## src/rtl/core/tcspq_pkg.sv

```systemverilog
// Shared types and constants for the three-class stable priority queue.
// Holds the sizing constants, the status and request codes, the controller
// state type and the command struct. Depends on nothing.
package tcspq_pkg;

  localparam int QUEUE_DEPTH = 16;
  localparam int TAG_BITS    = 32;
  localparam int COUNT_BITS  = $clog2(QUEUE_DEPTH + 1);

  localparam int CLASS_BITS  = 2;
  localparam int OCC_BITS    = 5;
  localparam int SENT_BITS   = 32;

  typedef logic [CLASS_BITS-1:0] class_t;
  typedef logic [TAG_BITS-1:0]   tag_t;
  typedef logic [COUNT_BITS-1:0] count_t;

  localparam class_t CLASS_INSTANT  = 2'd0;
  localparam class_t CLASS_STANDARD = 2'd1;
  localparam class_t CLASS_ECONOMY  = 2'd2;

  localparam logic REQ_INSERT = 1'b0;
  localparam logic REQ_SEND   = 1'b1;

  typedef enum logic [1:0] {
    STAT_INSERTED = 2'd0,
    STAT_SENT     = 2'd1,
    STAT_EMPTY    = 2'd2,
    STAT_FULL     = 2'd3
  } status_t;

  typedef enum logic {
    S_IDLE,
    S_EXEC
  } ctrl_state_t;

  typedef struct packed {
    logic capture;
    logic execute;
  } dp_cmd_t;

endpackage

```

## src/rtl/core/tcspq_if.sv

```systemverilog
// Channel interfaces for the request and response sides of the queue.
// Depends on tcspq_pkg for nothing but keeps the field widths of the block.
interface tcspq_req_if;
  logic        valid;
  logic        ready;
  logic        req_type;
  logic [1:0]  service_class;
  logic [31:0] package_tag;

  modport source (output valid, req_type, service_class, package_tag, input ready);
  modport sink (input valid, req_type, service_class, package_tag, output ready);
endinterface

interface tcspq_rsp_if;
  logic        valid;
  logic        ready;
  logic [1:0]  status;
  logic [31:0] sent_tag;
  logic [1:0]  sent_class;
  logic [4:0]  occupancy;

  modport source (output valid, status, sent_tag, sent_class, occupancy, input ready);
  modport sink (input valid, status, sent_tag, sent_class, occupancy, output ready);
endinterface

```

## src/rtl/core/tcspq_ctrl.sv

```systemverilog
// Controller of the queue: accepts one request, then runs it once the
// response register is free. Depends on tcspq_pkg.
module tcspq_ctrl
  import tcspq_pkg::*;
(
  input  logic    clk,
  input  logic    rst,
  input  logic    req_valid,
  output logic    req_ready,
  output logic    rsp_valid,
  input  logic    rsp_ready,
  output dp_cmd_t cmd
);

  ctrl_state_t state, state_next;
  logic        rsp_valid_next;
  logic        slot_free;

  assign slot_free = !rsp_valid || rsp_ready;

  always_comb begin
    state_next = state;
    unique case (state)
      S_IDLE: begin
        if (req_valid) state_next = S_EXEC;
      end
      S_EXEC: begin
        if (slot_free) state_next = S_IDLE;
      end
      default: state_next = S_IDLE;
    endcase
  end

  always_comb begin
    req_ready   = 1'b0;
    cmd.capture = 1'b0;
    cmd.execute = 1'b0;
    unique case (state)
      S_IDLE: begin
        req_ready   = 1'b1;
        cmd.capture = req_valid;
      end
      S_EXEC: begin
        cmd.execute = slot_free;
      end
      default: ;
    endcase
  end

  // The response register holds its beat until the sink takes it.
  always_comb begin
    rsp_valid_next = rsp_valid;
    if (cmd.execute) rsp_valid_next = 1'b1;
    else if (rsp_ready) rsp_valid_next = 1'b0;
  end

  always_ff @(posedge clk) begin
    if (rst) begin
      state     <= S_IDLE;
      rsp_valid <= 1'b0;
    end else begin
      state     <= state_next;
      rsp_valid <= rsp_valid_next;
    end
  end

endmodule

```

## src/rtl/core/tcspq_dp.sv

```systemverilog
// Datapath of the queue: request register, a chain of sorted cells with an
// entry count, and the response register. Depends on tcspq_pkg.
module tcspq_dp
  import tcspq_pkg::*;
(
  input  logic        clk,
  input  logic        rst,
  input  dp_cmd_t     cmd,
  input  logic        req_type,
  input  logic [1:0]  service_class,
  input  logic [31:0] package_tag,
  output logic [1:0]  status,
  output logic [31:0] sent_tag,
  output logic [1:0]  sent_class,
  output logic [4:0]  occupancy
);

  logic   type_q;
  class_t class_q;
  tag_t   tag_q;

  tag_t   tags    [QUEUE_DEPTH];
  class_t classes [QUEUE_DEPTH];
  count_t count, count_next;

  logic [QUEUE_DEPTH-1:0] below;
  logic    is_full, is_empty, do_insert, do_send;
  status_t status_next;

  always_ff @(posedge clk) begin
    if (cmd.capture) begin
      type_q  <= req_type;
      // Class code three is served as economy.
      class_q <= (service_class > CLASS_ECONOMY) ? CLASS_ECONOMY : service_class;
      tag_q   <= TAG_BITS'(package_tag);
    end
  end

  assign is_full   = (count == COUNT_BITS'(QUEUE_DEPTH));
  assign is_empty  = (count == '0);
  assign do_insert = cmd.execute && (type_q == REQ_INSERT) && !is_full;
  assign do_send   = cmd.execute && (type_q == REQ_SEND) && !is_empty;

  // Held cells are sorted by class, so the cells that stay in front of a new
  // entry form a prefix of the chain.
  always_comb begin
    for (int i = 0; i < QUEUE_DEPTH; i++) begin
      below[i] = (COUNT_BITS'(i) < count) && (classes[i] <= class_q);
    end
  end

  always_comb begin
    count_next  = count;
    status_next = STAT_INSERTED;
    if (type_q == REQ_INSERT) begin
      if (is_full) status_next = STAT_FULL;
      else count_next = count + 1'b1;
    end else begin
      if (is_empty) begin
        status_next = STAT_EMPTY;
      end else begin
        status_next = STAT_SENT;
        count_next  = count - 1'b1;
      end
    end
  end

  always_ff @(posedge clk) begin
    for (int i = 0; i < QUEUE_DEPTH; i++) begin
      if (do_insert && !below[i]) begin
        if (i == 0 || below[(i > 0) ? i - 1 : 0]) begin
          tags[i]    <= tag_q;
          classes[i] <= class_q;
        end else begin
          tags[i]    <= tags[(i > 0) ? i - 1 : 0];
          classes[i] <= classes[(i > 0) ? i - 1 : 0];
        end
      end else if (do_send && i < QUEUE_DEPTH - 1) begin
        tags[i]    <= tags[(i < QUEUE_DEPTH - 1) ? i + 1 : i];
        classes[i] <= classes[(i < QUEUE_DEPTH - 1) ? i + 1 : i];
      end
    end
  end

  always_ff @(posedge clk) begin
    if (rst) begin
      count <= '0;
    end else if (cmd.execute) begin
      count <= count_next;
    end
  end

  always_ff @(posedge clk) begin
    if (cmd.execute) begin
      status    <= status_next;
      occupancy <= OCC_BITS'(count_next);
      if (status_next == STAT_SENT) begin
        sent_tag   <= SENT_BITS'(tags[0]);
        sent_class <= classes[0];
      end else begin
        sent_tag   <= '0;
        sent_class <= CLASS_INSTANT;
      end
    end
  end

endmodule

```

## src/rtl/core/three_class_stable_priority_queue_top.sv

```systemverilog
// Top level of the three-class stable priority queue.
// Depends on tcspq_pkg, tcspq_if, tcspq_ctrl and tcspq_dp.
//
//   channel  direction  payload
//   req      in         req_type, service_class, package_tag
//   rsp      out        status, sent_tag, sent_class, occupancy
//
// Each request beat is first registered; then the whole cell chain compares
// and shifts and the response is loaded.
// A new request is taken while a response still waits in its register; the
// request then holds until the sink frees that register.
// Reset clears the controller and the entry count; cell contents are left as
// they are and never read until written.
module three_class_stable_priority_queue_top
  import tcspq_pkg::*;
(
  input logic         clk,
  input logic         rst,
  tcspq_req_if.sink   req,
  tcspq_rsp_if.source rsp
);

  dp_cmd_t cmd;

  tcspq_ctrl u_ctrl (
    .clk       (clk),
    .rst       (rst),
    .req_valid (req.valid),
    .req_ready (req.ready),
    .rsp_valid (rsp.valid),
    .rsp_ready (rsp.ready),
    .cmd       (cmd)
  );

  tcspq_dp u_dp (
    .clk           (clk),
    .rst           (rst),
    .cmd           (cmd),
    .req_type      (req.req_type),
    .service_class (req.service_class),
    .package_tag   (req.package_tag),
    .status        (rsp.status),
    .sent_tag      (rsp.sent_tag),
    .sent_class    (rsp.sent_class),
    .occupancy     (rsp.occupancy)
  );

endmodule

```

## src/flat_wrapper.sv

```systemverilog
// flat-port wrapper written by rule: the top's interface ports become plain ports
module three_class_stable_priority_queue_top_flat import tcspq_pkg::*;
  (clk, rst, req_valid, req_req_type, req_service_class, req_package_tag, req_ready, rsp_valid, rsp_status, rsp_sent_tag, rsp_sent_class, rsp_occupancy, rsp_ready);
  tcspq_req_if req_i ();
  tcspq_rsp_if rsp_i ();
  input logic clk;
  input logic rst;
  input wire logic [$bits(req_i.valid)-1:0] req_valid;
  input wire logic [$bits(req_i.req_type)-1:0] req_req_type;
  input wire logic [$bits(req_i.service_class)-1:0] req_service_class;
  input wire logic [$bits(req_i.package_tag)-1:0] req_package_tag;
  output wire logic [$bits(req_i.ready)-1:0] req_ready;
  output wire logic [$bits(rsp_i.valid)-1:0] rsp_valid;
  output wire logic [$bits(rsp_i.status)-1:0] rsp_status;
  output wire logic [$bits(rsp_i.sent_tag)-1:0] rsp_sent_tag;
  output wire logic [$bits(rsp_i.sent_class)-1:0] rsp_sent_class;
  output wire logic [$bits(rsp_i.occupancy)-1:0] rsp_occupancy;
  input wire logic [$bits(rsp_i.ready)-1:0] rsp_ready;
  assign req_i.valid = req_valid;
  assign req_i.req_type = req_req_type;
  assign req_i.service_class = req_service_class;
  assign req_i.package_tag = req_package_tag;
  assign req_ready = req_i.ready;
  assign rsp_valid = rsp_i.valid;
  assign rsp_status = rsp_i.status;
  assign rsp_sent_tag = rsp_i.sent_tag;
  assign rsp_sent_class = rsp_i.sent_class;
  assign rsp_occupancy = rsp_i.occupancy;
  assign rsp_i.ready = rsp_ready;
  three_class_stable_priority_queue_top u_core (.clk(clk), .rst(rst), .req(req_i), .rsp(rsp_i));
endmodule
```

## config.mk

```make
export PLATFORM = sky130hd
export DESIGN_NAME = three_class_stable_priority_queue_top_flat
export DESIGN_NICKNAME = d
export VERILOG_FILES = /design/src/rtl/core/tcspq_pkg.sv /design/src/rtl/core/tcspq_if.sv /design/src/rtl/core/tcspq_ctrl.sv /design/src/rtl/core/tcspq_dp.sv /design/src/rtl/core/three_class_stable_priority_queue_top.sv /design/src/flat_wrapper.sv
export SDC_FILE = /design/constraint.sdc
export NUM_CORES = 1
export LEC_CHECK = 0
export BUFFER_PORTS_ARGS = -buffer_cell sky130_fd_sc_hd__buf_2
export CAP_MARGIN = 20
export CORE_UTILIZATION = 35
export CTS_CLUSTER_SIZE = 40
export DETAILED_ROUTE_END_ITERATION = 6
export GPL_TIMING_DRIVEN = 0
export PLACE_DENSITY_LB_ADDON = 0.15
export SYNTH_ARGS = -nofsm -noshare
export SYNTH_HDL_FRONTEND = slang
export SYNTH_HIERARCHICAL = 1
export SYNTH_SLANG_ARGS = --single-unit
```

## constraint.sdc

```tcl
create_clock -name clk -period 12.9 [get_ports clk]
set_input_delay 0.645 -clock clk [delete_from_list [all_inputs] [get_ports clk]]
set_output_delay 0.645 -clock clk [all_outputs]
set_load 0.005 [all_outputs]
```

# Yosys cells after proc, flatten, opt, wreduce, memory -nomap -nowiden
# Memories as Yosys holds them, arrays and structs flattened.
# Cells that the tools add are included.
dict set report classes {
  n_addsub 2
  n_lt_le_gt_ge 33
  n_eq_ne 2
  n_mux 197
  n_bitwise 62
  n_reduce_logical 58
}
# operator n
set op_table {}
lappend op_table {{32-bit two-way mux} 30}
lappend op_table {{1-bit two-way mux} 130}
lappend op_table {{2-bit two-way mux} 33}
lappend op_table {{1-bit OR} 60}
lappend op_table {{4-bit by 5-bit < comparator with 1-bit output, first input constant} 8}
lappend op_table {{1-bit logical AND} 36}
lappend op_table {{2-bit <= comparator} 16}
lappend op_table {{3-bit by 5-bit < comparator with 1-bit output, first input constant} 4}
lappend op_table {{1-bit zero test} 19}
lappend op_table {{5-bit two-way mux} 3}
lappend op_table {{1-bit by 5-bit < comparator with 1-bit output, first input constant} 2}
lappend op_table {{2-bit by 5-bit < comparator with 1-bit output, first input constant} 2}
lappend op_table {{5-bit by 1-bit adder with 5-bit output, second input constant} 1}
lappend op_table {{5-bit == test, second input constant} 1}
lappend op_table {{5-bit zero test} 1}
lappend op_table {{5-bit by 1-bit subtractor with 5-bit output, second input constant} 1}
lappend op_table {{2-bit by 1-bit == test with 1-bit output, second input constant} 1}
lappend op_table {{2-bit greater-than comparator, second input constant} 1}
lappend op_table {{1-bit inverter} 2}
lappend op_table {{1-bit one-hot mux with 2 select lines} 1}
lappend op_table {{2-bit nonzero test} 1}
lappend op_table {{1-bit logical OR} 1}
dict set report totals {
  register_bits 83
  mem_bits_rw 544
  in_bits 39
  out_inout_bits 43
  elab_cells 366
  memories 2
}
# memory words width rd rd_ports_with_merged_regs write_ports line
set memory_table {}
lappend memory_table {u_core.u_dp.tags 16 32 16 0 16 tcspq_dp.sv:22} ;# tag_t tags [QUEUE_DEPTH];
lappend memory_table {u_core.u_dp.classes 16 2 16 0 16 tcspq_dp.sv:23} ;# class_t classes [QUEUE_DEPTH];

# Logic depth before layout (Yosys ltp)
dict set report depth {
  word_depth 10
  depth_mapped 12
  ltp_nobuf 7
}

# By module
# The synthesis kept the hierarchy.
# mod instances cells_per_inst area_per_inst_um2 seq_area_each_um2
set modules_own_cells {}
lappend modules_own_cells {tcspq_dp 1 2308 30256.5 18718.0}
lappend modules_own_cells {tcspq_ctrl 1 10 95.1 40.0}

# Least setup slack after synthesis
# OpenSTA, ideal clock, no wires.
dict set report synth_path {
  path_kind {input to register}
  start {input port rsp_ready}
  end {memory u_core/u_dp/classes[0][0] (netlist bit), enable pin}
  setup_ns 0.472
  arrival_time_ns 4.410
  path_slack_ns 8.018
  stages 7
  n_path_buf 3
  cell_sequence {nand2b_1 and2_2 buf_4 or3b_1 buf_4 buf_6 o21ai_0}
}
# item line
set synth_lines {}
lappend synth_lines {{start: declaration} flat_wrapper.sv:18} ;# input wire logic [$bits(rsp_i.ready)-1:0] rsp_ready;
lappend synth_lines {{end: declaration} tcspq_dp.sv:23}

==> out/results.md <==
- met3 layer usage reported by global route: 3.36%
- root cell of the clock tree: clkbuf_16
- slack of the worst reg-to-reg path: 7.70 ns
- endpoints failing hold: 0
- share of total power in the clock network: 38.8%
- Worst Setup End Kind: register
- Crit path arrival time: 5.52 ns
- register bit total from synthesis: 627
- final critical path time including I/O delays and setup: 5.20 ns
- cell depth of the worst hold path: 1
- wire per inst: 26.8 um
- count of max-cap constraint violations: 0
- global routing usage summed across all routing layers: 22.5%
- via count of the first global-routing pass: 22658
- die outline area: 87900 sq um
- areal power density over the cells: 142 nW/um^2
- internal power of the cells: 0.00367 W
- number of nets in the final layout: 2563
- leakage: 12.9 nW
- mean area per synthesized cell: 13.1 sq um
- CTS Buf Count: 71
- Clock transition at path regs: 0.06 ns
- proportion of netlist area held by the largest area contributor: 61.3%
- area added between synthesis and finish: 14.5%
- Final Max Tran Viols: 0
- run status: finished, final reports clean
- share of the core filled with cells in the final layout: 40.6%
- final wirelength: 98700 um
- maximum level of the CTS H-tree: 3
- Sink Count: 627
- post-route clock period utilization: 40.3%
- synthesized net count: 2393
- largest net degree at the start of global routing: 44
- most instantiated flip-flop cell in the synthesis netlist: edfxtp_1
- Max clock buf depth: 3
- Setup crit start: u_core/u_dp/count[0]$_SDFFE_PP0P_
- clock insertion delay at the later pin of the skew report: 0.64 ns
- vias post-DR: 21825
- sequential share of power: 50.1%
- relative contribution of combinational cells to total power: 11.1%
- largest cells by area after synthesis: edfxtp_1 61%, a22o_1 6.7%, a21o_1 5.8%
- setup_tns: 0 ns
- dominant cell type by area after synthesis: edfxtp_1
- worst slew margin relative to its limit: 24.1%
- commonest cells in the netlist: 620 x edfxtp_1, 234 x a21o_1, 231 x a22o_1, 225 x nand2_1, 137 x o211ai_1
- buffers inserted during post-CTS setup optimization: 0
- synthesized instance count: 2318
- DRC violation count after routing: 0
- DRT iter0 DRCs: 2102
- Critical Path Fanout Max: 22
- library cell with the highest instance count after synthesis: edfxtp_1
- CTS tree: yes
- Setup crit start kind: register
- horizontal die dimension: 296 um
- unrepaired setup endpoints after global routing: false
- Post-DRT Antenna Nets: 0
- initial core utilization: 35.5%
- hold path startpoint: req_package_tag[2]
- detailed placer's ending HPWL: 74500 um
- per-cell via count in the routed design: 5.93
- highest clock frequency the design can meet: 0.192 GHz
- clock tree skew after final layout: 0.0340 ns
- post-synthesis instance area: 30400 sq um
- HP Class: in -> reg
- PortBufs: 81
- r2r endpoint: u_core/u_dp/tags[0][232]$_DFFE_PP_
- floorplan die height: 296 um
- R2R cell count: 11
- I/O Pins: 82
- layout cells sized above 1: 14.0%
- Worst Setup Path Type: reg -> reg
- sequential area share after synthesis: 61.8%
- Core ar.: 85500 sq um
- placer congestion estimate: 0.893
- first-pass iteration count of the detailed router: 5
- first-pass GRT wire length: 147000 um
- std cell rows: 107
- async set or reset register ratio after synthesis: 0%
- P_sw: 0.00127 W
- Unique masters post-synth: 57
- Yosys Warn Count: 6
- Antenna Cells: 0
- antenna violations before repair: 1
- remaining global-route overflow: 0
- met2 global-route usage: 35.8%
- Finish-stage setup viols: 0
- number of buffers added to fix hold violations after cts: 0
- sw frac: 25.6%
- largest voltage drop on the vdd net: 115 uV
- startpoint of the worst register-to-register path: u_core/u_dp/count[0]$_SDFFE_PP0P_
- required time worst endpoint: 13.22 ns
- Most Crowded Layer GR: met2
- Worst Max-Slew Pin Slew: 1.14 ns
- Global Route met1 Usage: 32.0%
- count of flip-flops with a built-in enable after synthesis: 620
- sink of the worst hold path: u_core/u_dp/tag_q[2]$_DFFE_PP_
- quantity of gates resized following cts: 0
worst max-delay path by stage:
stage	to	slack [ns]	depth (start not counted)
floorplan	u_core/u_dp/classes[0][0]$_DFFE_PP_	8.02	7
global placement	u_core/u_dp/tags[1][236]$_DFFE_PP_	5.67	9
detailed placement	u_core/u_dp/tags[1][167]$_DFFE_PP_	7.21	12
CTS	u_core/u_dp/tags[1][168]$_DFFE_PP_	7.62	11
global route	u_core/u_dp/tags[0][232]$_DFFE_PP_	7.39	11
finish	u_core/u_dp/tags[0][232]$_DFFE_PP_	7.70	11
stage by stage:
stage	std cells	power, W	instance area (sq um)	hold slack, ns	setup slack, ns
2_1_floorplan	2318	0.00284	30400	0.493	8.02
3_3_place_gp	3543	0.00303	32200	0.493	5.67
3_5_place_dp	3558	0.00306	32600	0.525	7.21
4_1_cts	3682	0.00498	34700	0.151	7.62
5_1_grt	3683	0.00511	34800	0.156	7.39
6_report	3683	0.00494	34800	0.187	7.70
state kept, by name, summed over array words and instances, names as in the netlist:
signal	count
u_core/u_ctrl/state	1
u_core/u_dp/sent_class	2
u_core/u_dp/occupancy	5
u_core/u_ctrl/rsp_valid	1
u_core/u_dp/count	5
u_core/u_dp/tags	512
u_core/u_dp/classes	32
u_core/u_dp/type_q	1
u_core/u_dp/class_q	2
u_core/u_dp/status	2
u_core/u_dp/tag_q	32
u_core/u_dp/sent_tag	32
power by group through the flow:
stage / clock network [W] / logic [W] / registers [W]
final: 0.00192 / 0.000549 / 0.00247
after global routing: 0.00204 / 0.000599 / 0.00248
after CTS: 0.00197 / 0.000545 / 0.00247
after detailed placement: 0 / 0.000542 / 0.00251
after global placement: 0 / 0.000505 / 0.00252
after floorplan: 0 / 0.000358 / 0.00248
cell type report:
type / count / area [sq um]
clock buffers: 84 / 1850
inverters: 23 / 86.3
clock inverters: 40 / 292
fillers: 8075 / 50800
multi-input cells: 1434 / 10500
plain buffers: 234 / 1070
well taps: 1144 / 1430
repair buffers: 97 / 788
flip-flops and latches: 627 / 18800
critical path, stage by stage (launching register included):
cell and delay, ns:
dfxtp_1 0.38, buf_2 0.26, clkinv_1 0.31, ha_1 0.38
nor4bb_2 0.22, nor3b_1 0.40, clkbuf_1 0.83, clkbuf_1 0.63
clkbuf_1 0.55, nand2_1 0.11, nand2_1 0.54, buf_16 0.25
metal layers:
| layer | up-vias | wire [um] |
|---|---|---|
| li1 | 9618 | - |
| met1 | 11239 | 44700 |
| met2 | 841 | 45800 |
| met3 | 125 | 6160 |
| met4 | 2 | 2000 |
| met5 | - | 9 |
logic make-up (layout without fill, tap and decap cells):
logic type                 Yosys count  after routing  synth area share [%]
adders and majority gates           36             36                  1.48
buffers and inverters              257            478                  3.80
AOI/OAI and AO/OA                  924            924                  24.7
and+or+nand+nor                    433            433                  6.71
muxes                               35             35                  1.29
DFF                                627            627                  61.8
xor gates and xnor gates             6              6                 0.173
cell usage in the layout, fill, tap and decap left out, drive strengths merged, types with 36 or more instances in the layout:
cell type,instances
a21o,234
a221o,108
a22o,231
a32oi,67
and2,70
buf,195
clkbuf,220
clkinv,36
edfxtp,620
ha,36
nand2,225
nor2,55
o211ai,137
o21ai,96
Note: power is estimated with default switching activity, not from simulation.
